[src/hw/rtl/ansi_escape_sequence_encoder_unit_macros.svh]
// Assertion macros shared by the escape sequence encoder RTL.
// Depends on nothing; included by the modules that carry assertions.
`ifndef ANSI_ESCAPE_SEQUENCE_ENCODER_UNIT_MACROS_SVH
`define ANSI_ESCAPE_SEQUENCE_ENCODER_UNIT_MACROS_SVH

// Same-cycle implication, disabled while reset is asserted
`define AESE_ASSERT_SAME(label, clk, rstn, ante, cons, msg) \
    label: assert property (@(posedge clk) disable iff (!(rstn)) (ante) |-> (cons)) \
        else $error(msg);

// Next-cycle implication, disabled while reset is asserted
`define AESE_ASSERT_NEXT(label, clk, rstn, ante, cons, msg) \
    label: assert property (@(posedge clk) disable iff (!(rstn)) (ante) |=> (cons)) \
        else $error(msg);

`endif

[src/hw/rtl/aese_pkg.sv]
// Package for the escape sequence encoder: command codes, sequencer states,
// the command descriptor and the fixed byte values. Depends on nothing.
`timescale 1ns / 1ps

package aese_pkg;

    // Command codes as carried on the input selector
    typedef enum logic [2:0] {
        CMD_MOVE       = 3'd0,
        CMD_ERASE_LINE = 3'd1,
        CMD_ERASE_PAGE = 3'd2,
        CMD_BEEP       = 3'd3,
        CMD_ATTR       = 3'd4
    } cmd_t;

    // Back-end sequencer states: idle plus one per emitted byte position
    typedef enum logic [4:0] {
        ST_IDLE,
        ST_ESC,
        ST_LBR,
        ST_ROW_H,
        ST_ROW_T,
        ST_ROW_U,
        ST_SEMI,
        ST_COL_H,
        ST_COL_T,
        ST_COL_U,
        ST_BOLD_0,
        ST_BOLD_1,
        ST_BOLD_SEP,
        ST_FG_3,
        ST_FG_D,
        ST_BG_SEP,
        ST_BG_4,
        ST_BG_D,
        ST_FINAL,
        ST_BEL
    } state_t;

    // Decimal digits of a value 1..255
    typedef struct packed {
        logic [1:0] hund;
        logic [3:0] tens;
        logic [3:0] units;
    } dec_t;

    // Classified command handed from front to back
    typedef struct packed {
        cmd_t       cmd;
        dec_t       row;
        dec_t       col;
        logic       bare;
        logic       bold;
        logic [2:0] fg;
        logic       has_bg;
        logic [2:0] bg;
    } desc_t;

    localparam int unsigned DESC_W = $bits(desc_t);

    // Fixed byte values
    localparam logic [7:0] BYTE_ESC   = 8'h1B;
    localparam logic [7:0] BYTE_BEL   = 8'h07;
    localparam logic [7:0] BYTE_LBR   = 8'h5B;
    localparam logic [7:0] BYTE_SEMI  = 8'h3B;
    localparam logic [7:0] BYTE_ZERO  = 8'h30;
    localparam logic [7:0] BYTE_ONE   = 8'h31;
    localparam logic [7:0] BYTE_THREE = 8'h33;
    localparam logic [7:0] BYTE_FOUR  = 8'h34;
    localparam logic [7:0] BYTE_CUP   = 8'h48;
    localparam logic [7:0] BYTE_EL    = 8'h4B;
    localparam logic [7:0] BYTE_ED    = 8'h4A;
    localparam logic [7:0] BYTE_SGR   = 8'h6D;

    // Attribute values that give a bare SGR reset
    localparam logic [7:0] ATTR_PLAIN    = 8'h70;
    localparam logic [7:0] ATTR_PLAIN_NB = 8'h78;

endpackage

[src/hw/rtl/ansi_escape_sequence_encoder_unit.sv]
// A command passes the front stage, the queue, the sequencer and the output
// stage. The sequencer walks a command of n bytes (1 to 11), emitting one
// byte per cycle unless m_tready stalls the output, and passes through idle
// to take the next request from the queue; the front keeps accepting while
// the queue has room. Reset (aresetn low, synchronous) empties the front
// stage, the queue and the output stage and returns the sequencer to idle.
`timescale 1ns / 1ps

module ansi_escape_sequence_encoder_unit #(
    parameter int unsigned QUEUE_DEPTH = 2
) (
    input  logic        aclk,
    input  logic        aresetn,
    input  logic        s_tvalid,
    output logic        s_tready,
    input  logic [23:0] s_tdata,   // row_index[7:0], column_index[15:8], attribute[23:16]
    input  logic [2:0]  s_tuser,   // func[2:0]
    output logic        m_tvalid,
    input  logic        m_tready,
    output logic [7:0]  m_tdata,   // char_code[7:0]
    output logic        m_tlast,
    output logic        m_tuser    // flush_request[0]
);

    logic            push_valid;
    logic            push_ready;
    aese_pkg::desc_t push_desc;
    logic            pop_valid;
    logic            pop_ready;
    aese_pkg::desc_t pop_desc;

    // Accept and classify commands
    aese_front u_front (
        .aclk       (aclk),
        .aresetn    (aresetn),
        .in_valid   (s_tvalid),
        .in_ready   (s_tready),
        .in_func    (s_tuser),
        .in_row     (s_tdata[7:0]),
        .in_col     (s_tdata[15:8]),
        .in_attr    (s_tdata[23:16]),
        .push_valid (push_valid),
        .push_ready (push_ready),
        .push_desc  (push_desc)
    );

    // Decouple front and back
    aese_queue #(
        .WIDTH (aese_pkg::DESC_W),
        .DEPTH (QUEUE_DEPTH)
    ) u_queue (
        .aclk      (aclk),
        .aresetn   (aresetn),
        .in_valid  (push_valid),
        .in_ready  (push_ready),
        .in_data   (push_desc),
        .out_valid (pop_valid),
        .out_ready (pop_ready),
        .out_data  (pop_desc)
    );

    // Emit the byte run
    aese_back u_back (
        .aclk      (aclk),
        .aresetn   (aresetn),
        .pop_valid (pop_valid),
        .pop_ready (pop_ready),
        .pop_desc  (pop_desc),
        .out_valid (m_tvalid),
        .out_ready (m_tready),
        .out_code  (m_tdata),
        .out_last  (m_tlast),
        .out_flush (m_tuser)
    );

endmodule

[src/hw/rtl/aese_front.sv]
// Front end of the escape sequence encoder: accepts commands, classifies
// them and converts coordinates to decimal digits. Depends on aese_pkg.
`timescale 1ns / 1ps

module aese_front (
    input  logic                  aclk,
    input  logic                  aresetn,
    input  logic                  in_valid,
    output logic                  in_ready,
    input  logic [2:0]            in_func,
    input  logic [7:0]            in_row,
    input  logic [7:0]            in_col,
    input  logic [7:0]            in_attr,
    output logic                  push_valid,
    input  logic                  push_ready,
    output aese_pkg::desc_t       push_desc
);

    logic            front_valid_reg;
    logic            front_valid_next;
    aese_pkg::desc_t front_desc_reg;
    aese_pkg::desc_t front_desc_next;
    logic            cmd_known;
    logic            accept;

    // Coordinate plus one, saturating so that 255 and 254 both send 255
    function automatic logic [7:0] coord_plus_one(input logic [7:0] c);
        coord_plus_one = (c == 8'hFF) ? 8'hFF : c + 8'd1;
    endfunction

    // Split 1..255 into digits; tens by reciprocal multiply (valid below 1029)
    function automatic aese_pkg::dec_t to_decimal(input logic [7:0] v);
        aese_pkg::dec_t d;
        logic [7:0]     rem;
        logic [15:0]    prod;
        logic [7:0]     units;
        d.hund = (v >= 8'd200) ? 2'd2 : ((v >= 8'd100) ? 2'd1 : 2'd0);
        rem    = v - ((v >= 8'd200) ? 8'd200 : ((v >= 8'd100) ? 8'd100 : 8'd0));
        prod   = 16'(rem) * 16'd205;
        d.tens = prod[14:11];
        units  = rem - 8'(d.tens) * 8'd10;
        d.units = units[3:0];
        to_decimal = d;
    endfunction

    // Accept when the stage is empty or drains this cycle
    assign in_ready   = !front_valid_reg || push_ready;
    assign accept     = in_valid && in_ready;
    assign push_valid = front_valid_reg;
    assign push_desc  = front_desc_reg;

    // Classify the command and drop undefined codes
    always_comb begin
        cmd_known              = 1'b1;
        front_desc_next        = front_desc_reg;
        front_desc_next.cmd    = aese_pkg::CMD_MOVE;
        unique case (in_func)
            aese_pkg::CMD_MOVE:       front_desc_next.cmd = aese_pkg::CMD_MOVE;
            aese_pkg::CMD_ERASE_LINE: front_desc_next.cmd = aese_pkg::CMD_ERASE_LINE;
            aese_pkg::CMD_ERASE_PAGE: front_desc_next.cmd = aese_pkg::CMD_ERASE_PAGE;
            aese_pkg::CMD_BEEP:       front_desc_next.cmd = aese_pkg::CMD_BEEP;
            aese_pkg::CMD_ATTR:       front_desc_next.cmd = aese_pkg::CMD_ATTR;
            default:                  cmd_known = 1'b0;
        endcase
        front_desc_next.row    = to_decimal(coord_plus_one(in_row));
        front_desc_next.col    = to_decimal(coord_plus_one(in_col));
        front_desc_next.bare   = (in_attr == aese_pkg::ATTR_PLAIN) ||
                                 (in_attr == aese_pkg::ATTR_PLAIN_NB);
        front_desc_next.bold   = in_attr[7];
        front_desc_next.fg     = in_attr[6:4];
        front_desc_next.has_bg = !in_attr[3];
        front_desc_next.bg     = in_attr[2:0];
    end

    // Hold the stage until the queue takes it
    always_comb begin
        front_valid_next = front_valid_reg;
        if (accept) begin
            front_valid_next = cmd_known;
        end else if (push_ready) begin
            front_valid_next = 1'b0;
        end
    end

    always_ff @(posedge aclk) begin
        if (!aresetn) begin
            front_valid_reg <= 1'b0;
        end else begin
            front_valid_reg <= front_valid_next;
        end
    end

    always_ff @(posedge aclk) begin
        if (accept) begin
            front_desc_reg <= front_desc_next;
        end
    end

endmodule

[src/hw/rtl/aese_queue.sv]
// Short register queue between front and back of the encoder.
// Depends on the assertion macro header only.
`timescale 1ns / 1ps
`include "ansi_escape_sequence_encoder_unit_macros.svh"

module aese_queue #(
    parameter int unsigned WIDTH = 8,
    parameter int unsigned DEPTH = 2
) (
    input  logic             aclk,
    input  logic             aresetn,
    input  logic             in_valid,
    output logic             in_ready,
    input  logic [WIDTH-1:0] in_data,
    output logic             out_valid,
    input  logic             out_ready,
    output logic [WIDTH-1:0] out_data
);

    localparam int unsigned PTR_W = (DEPTH > 1) ? $clog2(DEPTH) : 1;
    localparam int unsigned CNT_W = $clog2(DEPTH + 1);
    localparam logic [PTR_W-1:0] PTR_LAST = PTR_W'(DEPTH - 1);
    localparam logic [CNT_W-1:0] CNT_FULL = CNT_W'(DEPTH);

    logic [WIDTH-1:0] slot_reg [DEPTH];
    logic [PTR_W-1:0] wr_ptr_reg, wr_ptr_next;
    logic [PTR_W-1:0] rd_ptr_reg, rd_ptr_next;
    logic [CNT_W-1:0] count_reg, count_next;
    logic             push;
    logic             pop;

    assign in_ready  = (count_reg != CNT_FULL);
    assign out_valid = (count_reg != '0);
    assign out_data  = slot_reg[rd_ptr_reg];
    assign push      = in_valid && in_ready;
    assign pop       = out_valid && out_ready;

    // Advance pointers with wrap and track the fill level
    always_comb begin
        wr_ptr_next = wr_ptr_reg;
        rd_ptr_next = rd_ptr_reg;
        count_next  = count_reg;
        if (push) begin
            wr_ptr_next = (wr_ptr_reg == PTR_LAST) ? '0 : wr_ptr_reg + 1'b1;
        end
        if (pop) begin
            rd_ptr_next = (rd_ptr_reg == PTR_LAST) ? '0 : rd_ptr_reg + 1'b1;
        end
        if (push && !pop) begin
            count_next = count_reg + 1'b1;
        end else if (pop && !push) begin
            count_next = count_reg - 1'b1;
        end
    end

    always_ff @(posedge aclk) begin
        if (!aresetn) begin
            wr_ptr_reg <= '0;
            rd_ptr_reg <= '0;
            count_reg  <= '0;
        end else begin
            wr_ptr_reg <= wr_ptr_next;
            rd_ptr_reg <= rd_ptr_next;
            count_reg  <= count_next;
        end
    end

    // Store the incoming request
    always_ff @(posedge aclk) begin
        if (push) begin
            slot_reg[wr_ptr_reg] <= in_data;
        end
    end

    `AESE_ASSERT_SAME(a_no_pop_empty, aclk, aresetn, pop, count_reg != '0, "queue popped while empty")
    `AESE_ASSERT_NEXT(a_fill_tracks, aclk, aresetn, push && !pop, count_reg != '0, "queue count lost a push")

endmodule

[src/hw/rtl/aese_back.sv]
// Back end of the encoder: walks one command descriptor byte by byte into
// a registered output stage. Depends on aese_pkg and the macro header.
`timescale 1ns / 1ps
`include "ansi_escape_sequence_encoder_unit_macros.svh"

module aese_back (
    input  logic            aclk,
    input  logic            aresetn,
    input  logic            pop_valid,
    output logic            pop_ready,
    input  aese_pkg::desc_t pop_desc,
    output logic            out_valid,
    input  logic            out_ready,
    output logic [7:0]      out_code,
    output logic            out_last,
    output logic            out_flush
);

    aese_pkg::state_t state_reg, state_next;
    aese_pkg::desc_t  desc_reg;
    logic             out_valid_reg, out_valid_next;
    logic [7:0]       out_code_reg;
    logic             out_last_reg;
    logic             out_flush_reg;
    logic             out_load;
    logic             emit;
    logic [7:0]       byte_code;
    logic             byte_last;
    logic             byte_flush;
    aese_pkg::state_t row_first;
    aese_pkg::state_t col_first;

    assign out_load  = !out_valid_reg || out_ready;
    assign emit      = (state_reg != aese_pkg::ST_IDLE) && out_load;
    assign pop_ready = (state_reg == aese_pkg::ST_IDLE);

    assign out_valid = out_valid_reg;
    assign out_code  = out_code_reg;
    assign out_last  = out_last_reg;
    assign out_flush = out_flush_reg;

    // Skip leading zeros of each coordinate
    assign row_first = (desc_reg.row.hund != '0) ? aese_pkg::ST_ROW_H :
                       (desc_reg.row.tens != '0) ? aese_pkg::ST_ROW_T : aese_pkg::ST_ROW_U;
    assign col_first = (desc_reg.col.hund != '0) ? aese_pkg::ST_COL_H :
                       (desc_reg.col.tens != '0) ? aese_pkg::ST_COL_T : aese_pkg::ST_COL_U;

    // Next state: advance one byte per emitted result
    always_comb begin
        state_next = state_reg;
        if (state_reg == aese_pkg::ST_IDLE) begin
            if (pop_valid) begin
                state_next = (pop_desc.cmd == aese_pkg::CMD_BEEP) ? aese_pkg::ST_BEL
                                                                  : aese_pkg::ST_ESC;
            end
        end else if (out_load) begin
            unique case (state_reg)
                aese_pkg::ST_ESC:      state_next = aese_pkg::ST_LBR;
                aese_pkg::ST_LBR: begin
                    priority if (desc_reg.cmd == aese_pkg::CMD_MOVE) begin
                        state_next = row_first;
                    end else if (desc_reg.cmd == aese_pkg::CMD_ATTR && !desc_reg.bare) begin
                        state_next = desc_reg.bold ? aese_pkg::ST_BOLD_0 : aese_pkg::ST_FG_3;
                    end else begin
                        state_next = aese_pkg::ST_FINAL;
                    end
                end
                aese_pkg::ST_ROW_H:    state_next = aese_pkg::ST_ROW_T;
                aese_pkg::ST_ROW_T:    state_next = aese_pkg::ST_ROW_U;
                aese_pkg::ST_ROW_U:    state_next = aese_pkg::ST_SEMI;
                aese_pkg::ST_SEMI:     state_next = col_first;
                aese_pkg::ST_COL_H:    state_next = aese_pkg::ST_COL_T;
                aese_pkg::ST_COL_T:    state_next = aese_pkg::ST_COL_U;
                aese_pkg::ST_COL_U:    state_next = aese_pkg::ST_FINAL;
                aese_pkg::ST_BOLD_0:   state_next = aese_pkg::ST_BOLD_1;
                aese_pkg::ST_BOLD_1:   state_next = aese_pkg::ST_BOLD_SEP;
                aese_pkg::ST_BOLD_SEP: state_next = aese_pkg::ST_FG_3;
                aese_pkg::ST_FG_3:     state_next = aese_pkg::ST_FG_D;
                aese_pkg::ST_FG_D:     state_next = desc_reg.has_bg ? aese_pkg::ST_BG_SEP
                                                                    : aese_pkg::ST_FINAL;
                aese_pkg::ST_BG_SEP:   state_next = aese_pkg::ST_BG_4;
                aese_pkg::ST_BG_4:     state_next = aese_pkg::ST_BG_D;
                aese_pkg::ST_BG_D:     state_next = aese_pkg::ST_FINAL;
                aese_pkg::ST_FINAL:    state_next = aese_pkg::ST_IDLE;
                aese_pkg::ST_BEL:      state_next = aese_pkg::ST_IDLE;
                default:               state_next = aese_pkg::ST_IDLE;
            endcase
        end
    end

    // Outputs: the byte for the current position
    always_comb begin
        byte_last  = 1'b0;
        byte_flush = 1'b0;
        byte_code  = aese_pkg::BYTE_ESC;
        unique case (state_reg)
            aese_pkg::ST_ESC:      byte_code = aese_pkg::BYTE_ESC;
            aese_pkg::ST_LBR:      byte_code = aese_pkg::BYTE_LBR;
            aese_pkg::ST_ROW_H:    byte_code = aese_pkg::BYTE_ZERO | {6'd0, desc_reg.row.hund};
            aese_pkg::ST_ROW_T:    byte_code = aese_pkg::BYTE_ZERO | {4'd0, desc_reg.row.tens};
            aese_pkg::ST_ROW_U:    byte_code = aese_pkg::BYTE_ZERO | {4'd0, desc_reg.row.units};
            aese_pkg::ST_SEMI:     byte_code = aese_pkg::BYTE_SEMI;
            aese_pkg::ST_COL_H:    byte_code = aese_pkg::BYTE_ZERO | {6'd0, desc_reg.col.hund};
            aese_pkg::ST_COL_T:    byte_code = aese_pkg::BYTE_ZERO | {4'd0, desc_reg.col.tens};
            aese_pkg::ST_COL_U:    byte_code = aese_pkg::BYTE_ZERO | {4'd0, desc_reg.col.units};
            aese_pkg::ST_BOLD_0:   byte_code = aese_pkg::BYTE_ZERO;
            aese_pkg::ST_BOLD_1:   byte_code = aese_pkg::BYTE_ONE;
            aese_pkg::ST_BOLD_SEP: byte_code = aese_pkg::BYTE_SEMI;
            aese_pkg::ST_FG_3:     byte_code = aese_pkg::BYTE_THREE;
            aese_pkg::ST_FG_D:     byte_code = aese_pkg::BYTE_ZERO | {5'd0, desc_reg.fg};
            aese_pkg::ST_BG_SEP:   byte_code = aese_pkg::BYTE_SEMI;
            aese_pkg::ST_BG_4:     byte_code = aese_pkg::BYTE_FOUR;
            aese_pkg::ST_BG_D:     byte_code = aese_pkg::BYTE_ZERO | {5'd0, desc_reg.bg};
            aese_pkg::ST_FINAL: begin
                byte_last = 1'b1;
                unique case (desc_reg.cmd)
                    aese_pkg::CMD_MOVE:       byte_code = aese_pkg::BYTE_CUP;
                    aese_pkg::CMD_ERASE_LINE: byte_code = aese_pkg::BYTE_EL;
                    aese_pkg::CMD_ERASE_PAGE: byte_code = aese_pkg::BYTE_ED;
                    default:                  byte_code = aese_pkg::BYTE_SGR;
                endcase
            end
            aese_pkg::ST_BEL: begin
                byte_code  = aese_pkg::BYTE_BEL;
                byte_last  = 1'b1;
                byte_flush = 1'b1;
            end
            default:               byte_code = aese_pkg::BYTE_ESC;
        endcase
    end

    // Output stage: load a new byte or drop the taken one
    always_comb begin
        out_valid_next = out_valid_reg;
        if (emit) begin
            out_valid_next = 1'b1;
        end else if (out_ready) begin
            out_valid_next = 1'b0;
        end
    end

    always_ff @(posedge aclk) begin
        if (!aresetn) begin
            state_reg     <= aese_pkg::ST_IDLE;
            out_valid_reg <= 1'b0;
        end else begin
            state_reg     <= state_next;
            out_valid_reg <= out_valid_next;
        end
    end

    always_ff @(posedge aclk) begin
        if (state_reg == aese_pkg::ST_IDLE && pop_valid) begin
            desc_reg <= pop_desc;
        end
        if (emit) begin
            out_code_reg  <= byte_code;
            out_last_reg  <= byte_last;
            out_flush_reg <= byte_flush;
        end
    end

    `AESE_ASSERT_SAME(a_flush_ends_run, aclk, aresetn, out_valid && out_flush, out_last, "flush byte not last of run")
    `AESE_ASSERT_NEXT(a_pop_starts_run, aclk, aresetn, pop_valid && pop_ready, state_reg != aese_pkg::ST_IDLE, "popped request not started")

endmodule
[config.mk]
export PLATFORM = sky130hd
export DESIGN_NAME = ansi_escape_sequence_encoder_unit
export DESIGN_NICKNAME = d
export VERILOG_FILES = /design/src/hw/rtl/aese_pkg.sv /design/src/hw/rtl/ansi_escape_sequence_encoder_unit.sv /design/src/hw/rtl/aese_front.sv /design/src/hw/rtl/aese_queue.sv /design/src/hw/rtl/aese_back.sv
export VERILOG_INCLUDE_DIRS = /design/src /design/src/hw/rtl
export SDC_FILE = /design/constraint.sdc
export NUM_CORES = 1
export LEC_CHECK = 0
export BUFFER_PORTS_ARGS = -buffer_cell sky130_fd_sc_hd__buf_2
export CAP_MARGIN = 0
export CORE_MARGIN = 1
export CORE_UTILIZATION = 39
export DETAILED_ROUTE_END_ITERATION = 8
export PLACE_DENSITY_LB_ADDON = 0.25
export SLEW_MARGIN = 15
export SYNTH_ARGS = -nofsm -noshare
export SYNTH_HDL_FRONTEND = slang
export SYNTH_HIERARCHICAL = 1
export SYNTH_SLANG_ARGS = --single-unit
[constraint.sdc]
create_clock -name aclk -period 15.9 [get_ports aclk]
set_clock_uncertainty 0.05 [all_clocks]
set_input_delay 0.795 -clock aclk [delete_from_list [all_inputs] [get_ports aclk]]
set_output_delay 0.795 -clock aclk [all_outputs]
set_load 0.02 [all_outputs]
After elaboration in Yosys (flattened, before gate mapping)
Memory sizes are Yosys's and may differ from the RTL's. A register that Yosys moved wholly into a read port is not among the register bits.
Index checks and enable logic that the tools add are counted.
- flip-flop bits (word level): 85
- memory bits (writable): 64
- output and inout port bits: 12
- memories: 1
- memory list (memory ; depth ; width ; read ports ; clocked after memory_dff ; wr ports ; line ; text):
    u_queue.slot_reg ; 2 ; 32 ; 1 ; 1 ; 1 ; aese_queue.sv:25 ; logic [WIDTH-1:0] slot_reg [DEPTH];
- add/sub/neg operators: 10
- multiply operators: 4
- magnitude comparators: 4
- equality and inequality tests: 33
- mux-type cells: 39
- reductions and logical operators: 34
- operators by type and width (cell ; number):
    one-hot mux 8 bit (16 select lines) ; 1
    one-hot mux 5 bit (16 select lines) ; 1
    two-way mux 5 bit ; 9
    == test 5 x 4 -> 1 bit, second input constant ; 8
    two-way mux 8 bit ; 4
    multiplier 8 x 8 -> 15 bit, second input constant ; 2
    == test 5 x 3 -> 1 bit, second input constant ; 4
    == test 5 bit, second input constant ; 4
    one-hot mux 6 bit (3 select lines) ; 1
    two-way mux 1 bit ; 17
    adder 8 x 1 -> 8 bit, second input constant ; 2
    == test 8 x 7 -> 1 bit, second input constant ; 2
    == test 8 bit, second input constant ; 2
    >= comparator 8 x 7 -> 1 bit, second input constant ; 2
    >= comparator 8 bit, second input constant ; 2
    subtractor 8 bit ; 2
    two-way mux 7 bit ; 2
    nonzero test 2 bit ; 7
    == test 3 x 2 -> 1 bit, second input constant ; 4
    one-hot mux 3 bit (4 select lines) ; 1
    == test 5 x 2 -> 1 bit, second input constant ; 2
    multiplier 4 x 3 -> 3 bit, second input constant ; 2
    nonzero test 4 bit ; 2
    subtractor 4 bit ; 2
    20 further kinds ; 39

Logic depth before layout (Yosys ltp)
Gate-level depths: netlist of the first run.
- depth in word-level cells: 9
- gate-level depth with buffers: 33

Hierarchy
The synthesis of the first run kept the hierarchy.
- modules (own cells, without submodules) (module ; instances ; cells an instance ; area an instance (sq um) ; seq. area each (sq um)):
    aese_front ; 1 ; 416 ; 4170.2 ; 980.9
    aese_queue ; 1 ; 124 ; 2551.2 ; 2021.9
    aese_back ; 1 ; 218 ; 2369.8 ; 1351.3

Worst setup path before layout of the first run
No wires, ideal clock.
- path kind: input port to flip-flop
- start: input port s_tdata[8]
- end: register u_front.front_desc_reg, in the netlist u_front/push_desc[12] (data pin)
- data arrival time: 7.321 ns
- data required time: 15.592 ns
- setup slack: 8.271 ns
- stages on the path: 33
- path buffers: 0
- path through: ha_1 -> and3_4 -> nand3_1 -> o21ai_2 -> and3b_1 -> o21ai_1 -> and2_1 -> ha_1 -> inv_1 -> fa_1 -> nand2b_1 -> a21oi_1 -> xnor2_1 -> ha_1 -> inv_1 -> fa_1 -> inv_1 -> fa_1 -> inv_1 -> fa_1 -> inv_1 -> ha_1 -> nand3_1 -> nand2_1 -> or3b_2 -> o2111ai_1 -> a211o_1 -> ha_1 -> inv_1 -> fa_1 -> xor2_1 -> xnor3_1 -> xor2_1
- RTL lines (element ; line ; text):
    start: declaration ; ansi_escape_sequence_encoder_unit.sv:16 ; input logic [23:0] s_tdata,
    end signal: assignment ; aese_front.sv:95 ; front_desc_reg <= front_desc_next;
    end: declaration ; aese_front.sv:21 ; aese_pkg::desc_t front_desc_reg;

==> results of run 1 <==
-- worst min path at each step --
stage,start,to,slack [ps],depth (start not counted)
after floorplan,u_front/push_desc[0],u_queue/slot_reg[0][0],370,0
after global placement,u_front/push_desc[27],u_queue/slot_reg[0][27],370,0
after detailed placement,u_front/push_desc[27],u_queue/slot_reg[0][27],380,0
after CTS,u_front/push_desc[27],u_queue/slot_reg[1][27],390,0
after global routing,u_front/push_desc[6],u_queue/slot_reg[0][6],400,0
final,u_front/push_desc[20],u_queue/slot_reg[0][20],400,0
-- power by group through the flow --
stage / sequential (µW) / combinational, µW / clock (µW)
2_1_floorplan: 668 / 1020 / 0
3_3_place_gp: 668 / 1290 / 0
3_5_place_dp: 672 / 1310 / 0
4_1_cts: 664 / 1320 / 375
5_1_grt: 674 / 1490 / 391
6_report: 664 / 1290 / 364
-- logic make-up (layout without fill, tap and decap cells) --
logic type / after synthesis / in the layout / synth area share [%]
mux: 40 / 40 / 4.86
flops: 149 / 149 / 47.9
simple gates: 171 / 171 / 10.4
other cells: 1 / 1 / 0.0412
xor+xnor: 45 / 45 / 4.57
buf+inv: 113 / 176 / 5.17
fa+ha+maj: 116 / 116 / 18.1
compound gates: 123 / 123 / 8.99
-- cell type report --
cell class / count / area (µm²)
multi-input cells: 496 / 4270
clock inverters: 7 / 60.1
well taps: 313 / 392
fillers: 2111 / 12600
clock buffers: 25 / 475
repair buffers: 49 / 265
flip-flops and latches: 149 / 4350
inverters: 95 / 357
-- critical path: cells and delay by family --
kind | cells | cell delay [ps]
adders and majority gates | 9 | 3270
and+or+nand+nor | 7 | 1590
AOI/OAI and AO/OA | 6 | 1070
xor gates and xnor gates | 4 | 750
buffers and inverters | 7 | 440
-- routing by layer --
metal  global-route usage, %  vias to the layer above
met5                       0                        -
met4                    5.33                        0
met3                    2.91                       14
met2                    22.2                       95
met1                    20.6                     2588
li1                        -                     2832
-- stage by stage --
stage | instances | worst slack [ps]
after global placement | 1102 | 7750
after global routing | 1134 | 7760
after CTS | 1134 | 8130
final | 1134 | 8110
after floorplan | 758 | 8270
after detailed placement | 1102 | 7680
-- cell usage in the layout, fill, tap and decap left out, drive strengths merged, types with 5 or more instances in the layout --
master / instances
a211oi: 5
fa: 26
xnor2: 23
mux2: 33
nand2: 42
xor2: 21
or2: 5
edfxtp: 137
and2: 13
clkbuf: 25
ha: 90
nor2b: 13
inv: 95
o21ai: 31
a31oi: 7
nor2: 27
nor3b: 5
mux2i: 7
a21boi: 7
nand3: 13
nand2b: 12
dfxtp: 12
a21oi: 34
clkinv: 6
buf: 49
and3: 7
o211ai: 5
nor3: 10
==> flow_summary.ini, run 1 <==
[cts]
clk_pin_slew_worst_paths_ps = 60
cts_tree = built
cts_buffers = 17
worstSkewPairLatency_ps = 420
post_cts_resized = 0
cts_max_level = 4
cts_root_buffer = clkbuf_16
ctsHoldBuffers = 0
postCtsSetupBuffers = 0
clock_sinks = 149
cts_buffer_depth = 2

[power_and_ir_drop]
p_clk_share_pct = 15.7
p_per_area_nw_per_um2 = 228
leakage_uw = 0.00409
seq_power_share_pct = 28.6
p_int_uw = 1410
p_switching_uw = 909
ir_drop_mv = 0.126
p_total_uw = 2320
comb_power_share_pct = 55.7
switching_share_pct = 39.2

[sta]
setup_violations = 0
finalCritPeriodShare_pct = 49.0
rsz0062_at_grt = false
fin_hold_ws_ps = 396
hold_viol = 0
max_slew_margin_pct = 34.9
fmax_mhz = 128
tightestPinTransition_ps = 976
finalSetupTns_ps = 0
period_minus_slack_ps = 7790
drv_slew = 0

[synth]
synth_top_area_share_pct = 45.3
synthCells = 758
synth_area_leader_cell = edfxtp_1
synthTopCellsByCount = edfxtp_1, inv_1, ha_1, nand2_1, a21oi_1
syn-num-nets = 905
seq_area_frac_synth_pct = 47.9
async_flop_share_pct = 0
yosysWarnings = 6
synthFlopType = edfxtp_1
synth_cell_types = 78
synth_edf_count = 137
synth-seq-cells = 149
synthMostInstantiatedCell = edfxtp_1
postSynthAreaPerCell_um2 = 12.0
synth_area_leaders = edfxtp_1, ha_1, fa_1
synth.cell_area_um2 = 9090

[floorplan]
dieArea_um2 = 23900
initial_core_util_pct = 39.9
die-height_um = 155
rows = 55
ios = 43
core_um2 = 22800
die_w_um = 155

[drt]
drt_wl_total_mm = 16.2
wl_met3_um = 486
drc = 0
routed.top_layer = met4
vias = 5529
avgViaCountPerCell = 4.88
route.met2.wl_mm = 7.11
drt_iter0_markers = 405
drt_pass1_iterations = 5
ant_nets = 0
met1Wirelength_mm = 8.42
wl_per_cell_um = 14.3

[global_route]
grt_usage_pct = 14.6
grt_pass1_vias = 5511
grt_pass1_wl_mm = 27.3
grt_max_degree = 34
grt_overflow_total = 0
antenna_found_initial = 0

[worst_setup_path]
reg2reg_depth = 5
reg2reg_from = u_back/state_reg[1]
critPathCaptureType = flip-flop
crit_top_cell = inv_1
worstPathArrival_ps = 7910
crit_path_end = u_front/push_desc[12]
timing.rr.end = u_back/out_code[0]
critPathLaunch = s_tdata[12]
max_stage_delay_ps = 530
cp_slowest_cell = fa_1
required_ps = 16030
critical_path_class = input port to flip-flop
start_kind = input port
cp_max_fo = 5
r2r_slack_ps = 13360

[job]
maxCapViolCount = 0

[placed_design]
place.gp.congestion = 0.876
portBuffers = 41
place_area_um2 = 9630
hpwlAfterDp_mm = 12.1

[status]
status = completed

[finish]
layout.nets = 955
fin_util_pct = 44.6
num_antenna_cells = 0
area_growth_pct = 11.9
fin_area_um2 = 10200
largest_reg_flops = 64
drive_gt1_share_pct = 15.8

[worst_hold_path]
hp-class = flip-flop to flip-flop
(Power assumes the default switching activity.)
==> inputs of run 2 (changes only) <==
- clock period: 15.9 -> 7.6 ns (I/O delays scaled with it)
==> flow_summary.ini, run 2 (same netlist as run 1, synthesis figures left out) <==
[cts]
clock_sinks = 149
postCtsSetupBuffers = 0
clk_pin_slew_worst_paths_ps = 60
cts_root_buffer = clkbuf_16
cts_buffer_depth = 2
cts_max_level = 4
cts_tree = built
worstSkewPairLatency_ps = 410
cts_buffers = 17

[worst_setup_path]
reg2reg_from = u_back/state_reg[0]
critical_path_class = input port to flip-flop
r2r_slack_ps = 5060
cp_slowest_cell = fa_1
crit_path_end = u_front/push_desc[12]
reg2reg_depth = 6
cp_max_fo = 5
timing.rr.end = u_back/out_code[0]
max_stage_delay_ps = 530
critPathCaptureType = flip-flop
start_kind = input port
required_ps = 7720
crit_top_cell = inv_1
critPathLaunch = s_tdata[12]
worstPathArrival_ps = 7160

[global_route]
grt_max_degree = 34
grt_pass1_wl_mm = 27.5
antenna_found_initial = 0
grt_usage_pct = 14.7
grt_pass1_vias = 5546
grt_overflow_total = 0

[sta]
hold_viol = 0
rsz0062_at_grt = false
setup_violations = 0
finalCritPeriodShare_pct = 92.7
max_slew_margin_pct = 59.7
fin_hold_ws_ps = 102
tightestPinTransition_ps = 599
period_minus_slack_ps = 7050
drv_slew = 0
fmax_mhz = 142

[finish]
num_antenna_cells = 0
fin_cells = 1142
largest_reg_flops = 64
area_growth_pct = 12.6
layout_common_cells = edfxtp_1, inv_1, ha_1, buf_2, nand2_1
drive_gt1_share_pct = 17.1
layout_commonest_cell = edfxtp_1
fin_area_um2 = 10200
layout.nets = 964

[drt]
drc = 0
wl_per_cell_um = 14.0
drt_pass1_iterations = 8
drt_wl_total_mm = 16.0
avgViaCountPerCell = 4.83
vias = 5519
drt_iter0_markers = 334
ant_nets = 0

[placed_design]
portBuffers = 41
placed_cells = 1111
place_area_um2 = 9700
hpwlAfterDp_mm = 12.0
place.gp.congestion = 0.887

[power_and_ir_drop]
ir_drop_mv = 0.278
p_per_area_nw_per_um2 = 477
leakage_uw = 0.00413

[floorplan]
ios = 43
rows = 55
dieArea_um2 = 23900
die-height_um = 155
initial_core_util_pct = 39.9
die_w_um = 155
core_um2 = 22800

[worst_hold_path]
hp-class = input port to flip-flop
hp-start = s_tdata[22]

[status]
status = completed

[job]
maxCapViolCount = 0
-- run 2: cell count changes in the layout (fill, tap and decap cells not counted), sizes merged --
cell,previous run,this run
buf,49,58
clkinvlp,0,2
clkinv,6,9
clkbuf,25,19
-- run 2: worst min path at each step --
stage	to	slack, ps	cells past startpoint
2_1_floorplan	u_queue/slot_reg[0][0]	370	0
3_3_place_gp	u_queue/slot_reg[0][9]	370	0
3_5_place_dp	u_queue/slot_reg[0][18]	380	0
4_1_cts	u_front/push_desc[6]	80	1
5_1_grt	u_front/push_desc[7]	80	1
6_report	u_front/push_desc[6]	100	1
-- run 2: what timing repair did --
item / 4_1_cts / 5_1_grt
hold buffers: 0 / 0
gates resized for setup: 0 / 4
endpoints found under the setup margin: 0 / 2
-- run 2: critical path, delay by kind of cell --
| kind | cells | cell delay [ps] |
|---|---|---|
| simple gates | 7 | 1530 |
| compound gates | 6 | 950 |
| fa+ha+maj | 9 | 3200 |
| xor+xnor | 4 | 680 |
| buf+inv | 7 | 430 |
-- run 2: report_power, final --
part           switching, µW  leakage [µW]  internal [µW]
Combinational           1550       0.00249           1220
Clock                    300      0.000255            441
Sequential              81.3       0.00138           1290
-- run 2: area by class of cell --
cell class / count / area [µm²]
timing repair buffer: 58 / 333
inverter: 95 / 357
tap: 313 / 392
clock buffer: 19 / 433
fill: 2151 / 12500
multi-input combinational: 496 / 4280
sequential: 149 / 4350
clock inverter: 12 / 90.1
-- run 2: per-layer routing --
layer | track usage, % | share of wire, % | routed length (µm)
met4 | 4.81 | 1.1 | 168
met1 | 21.1 | 51 | 8200
met2 | 22.2 | 44 | 7010
met5 | 0 | 0 | 0
met3 | 2.89 | 3.6 | 576
-- run 2: metrics by stage --
step	power, µW	util [%]	worst slack (ps)	setup TNS, ps
after global routing	5390	44.9	46.8	0
after detailed placement	4190	42.6	-75.4	-75.4
after CTS	4960	44.9	391	0
after global placement	4120	42.6	2.26	0
after floorplan	3540	-	386	0
final	4880	44.9	555	0
==> inputs of run 3 (changes only) <==
- SYNTH_HIERARCHICAL: 1 -> not set
==> flow_summary.ini, run 3 <==
[status]
status = completed

[cts]
worstSkewPairLatency_ps = 420
clock_sinks = 149
clk_pin_slew_worst_paths_ps = 50
post_cts_resized = 0
cts_max_level = 4
cts_buffer_depth = 2
ctsHoldBuffers = 0
postCtsSetupBuffers = 0
cts_tree = built
cts_buffers = 17
cts_root_buffer = clkbuf_16

[global_route]
grt_max_degree = 34
grt_overflow_total = 0
grt_pass1_wl_mm = 27.7
grt_pass1_vias = 5720
grt_usage_pct = 14.7
antenna_found_initial = 0

[sta]
setup_violations = 0
layout_setup_ws_ps = 515
max_slew_margin_pct = 43.5
drv_slew = 0
period_minus_slack_ps = 7080
rsz0062_at_grt = false
hold_viol = 0
fmax_mhz = 141
finalCritPeriodShare_pct = 93.2
tightestPinTransition_ps = 846
fin_hold_ws_ps = 102
finalSetupTns_ps = 0

[synth]
synth.cell_area_um2 = 9150
synthMostInstantiatedCell = edfxtp_1
synth_top_area_share_pct = 45.0
synthFlopType = edfxtp_1
synthCells = 780
synth-seq-cells = 149
postSynthAreaPerCell_um2 = 11.7
synth_area_leaders = edfxtp_1, ha_1, fa_1
synth_edf_count = 137
async_flop_share_pct = 0
synth_cell_types = 81
seq_area_frac_synth_pct = 47.6
syn-num-nets = 923
synth_area_leader_cell = edfxtp_1
yosysWarnings = 0
synthTopCellsByCount = edfxtp_1, inv_1, ha_1, nor2_1

[placed_design]
place.gp.congestion = 0.894
hpwlAfterDp_mm = 12.2
dpl_worst_slack_ps = 77.8
portBuffers = 41
placed_cells = 1125

[worst_setup_path]
crit_top_cell = inv_1
start_kind = input port
critPathCaptureType = flip-flop
required_ps = 7710
worstPathArrival_ps = 7200
critical_path_class = input port to flip-flop
cp_slowest_cell = fa_1
r2r_slack_ps = 4890
reg2reg_from = u_back.state_reg[1]
max_stage_delay_ps = 530
timing.rr.end = u_back.out_code[0]
cp_max_fo = 8
reg2reg_depth = 7

[finish]
layout_commonest_cell = edfxtp_1
fillerInstances = 2158
largest_reg_flops = 64
layout_common_cells = edfxtp_1, inv_1, ha_1, nor2_1, buf_2
layout.nets = 974
drive_gt1_share_pct = 16.7
num_antenna_cells = 0
area_growth_pct = 13.2
fin_cells = 1156

[power_and_ir_drop]
p_total_uw = 4620
leakage_uw = 0.00417
p_per_area_nw_per_um2 = 446
ir_drop_mv = 0.263

[worst_hold_path]
hold-path-cell-count = 1
hp-class = input port to flip-flop
worstHoldEndpoint = u_front.push_desc[0]
hp-start = s_tdata[16]

[drt]
drt_wl_total_mm = 16.3
drc = 0
wl_per_cell_um = 14.1
drt_pass1_iterations = 5
ant_nets = 0
avgViaCountPerCell = 4.99
drt_iter0_markers = 242
vias = 5769

[job]
maxCapViolCount = 0

[floorplan]
core_um2 = 22800
dieArea_um2 = 24100
rows = 55
initial_core_util_pct = 40.0
die-height_um = 155
die_w_um = 155
ios = 43
[run 3: cell count changes after synthesis, moves of 6 or more]
cell / previous run / this run
xor2_1: 20 / 13
nor2_1: 25 / 46
clkbuf_1: 3 / 16
o21ai_0: 23 / 32
a31oi_1: 6 / 15
buf_2: 7 / 1
[run 3: critical path: cells and delay by family]
family	cells	cell delay, ps
xor gates and xnor gates	3	520
and+or+nand+nor	5	1060
buffers and inverters	7	460
AOI/OAI and AO/OA	7	1340
adders and majority gates	9	3270
muxes	1	170
[run 3: cells by family after synthesis]
kind of cell             count (synthesis)  synth area share (%)
flip-flops                             149                  47.6
AND/OR/NAND/NOR                        175                  9.88
buffers and inverters                  121                  5.10
other                                    1                0.0410
XOR/XNOR                                40                  3.91
adder cells (fa/ha/maj)                112                  17.5
multiplexers                            42                  5.28
AO/OA/AOI/OAI                          140                  10.7
[run 3: power by group]
part	internal [µW]	switching [µW]	total, µW
Sequential	1270	132	1400
Combinational	1070	1310	2380
Clock	545	294	838
Total	2880	1740	4620
[run 3: worst max-delay path by stage]
stage	startpoint	to	slack (ps)	cells after the start
CTS	s_tdata[8]	u_front.push_desc[12]	500	32
global placement	s_tdata[8]	u_front.push_desc[12]	210	32
detailed placement	s_tdata[8]	u_front.push_desc[12]	80	32
floorplan	s_tdata[13]	u_front.push_desc[12]	560	32
global route	s_tdata[8]	u_front.push_desc[12]	50	32
finish	s_tdata[8]	u_front.push_desc[12]	520	32
[run 3: layout make-up]
type                            count  area, µm²  area share, %
Tap cell                          313        392           3.78
Sequential cell                   149       4360           42.1
Multi-Input combinational cell    510       4330           41.8
Clock buffer                       21        440           4.25
Clock inverter                     10        156           1.51
Timing Repair Buffer               55        310           3.00
Inverter                           98        368           3.55
[run 3: per-layer routing]
metal | global-route usage [%] | share of wire (%) | vias to the layer above
met3 | 3.45 | 4.9 | 16
met5 | 0 | 0 | -
met4 | 5.14 | 1.0 | 0
met1 | 20.1 | 49 | 2710
li1 | - | - | 2906
met2 | 22.7 | 45 | 137
[run 3: stage by stage]
stage / util [%] / cell area, µm²
after global placement: 42.7 / 9750
final: 45.3 / 10400
after detailed placement: 42.7 / 9750
after floorplan: - / 9150
after CTS: 45.3 / 10400
after global routing: 45.3 / 10400
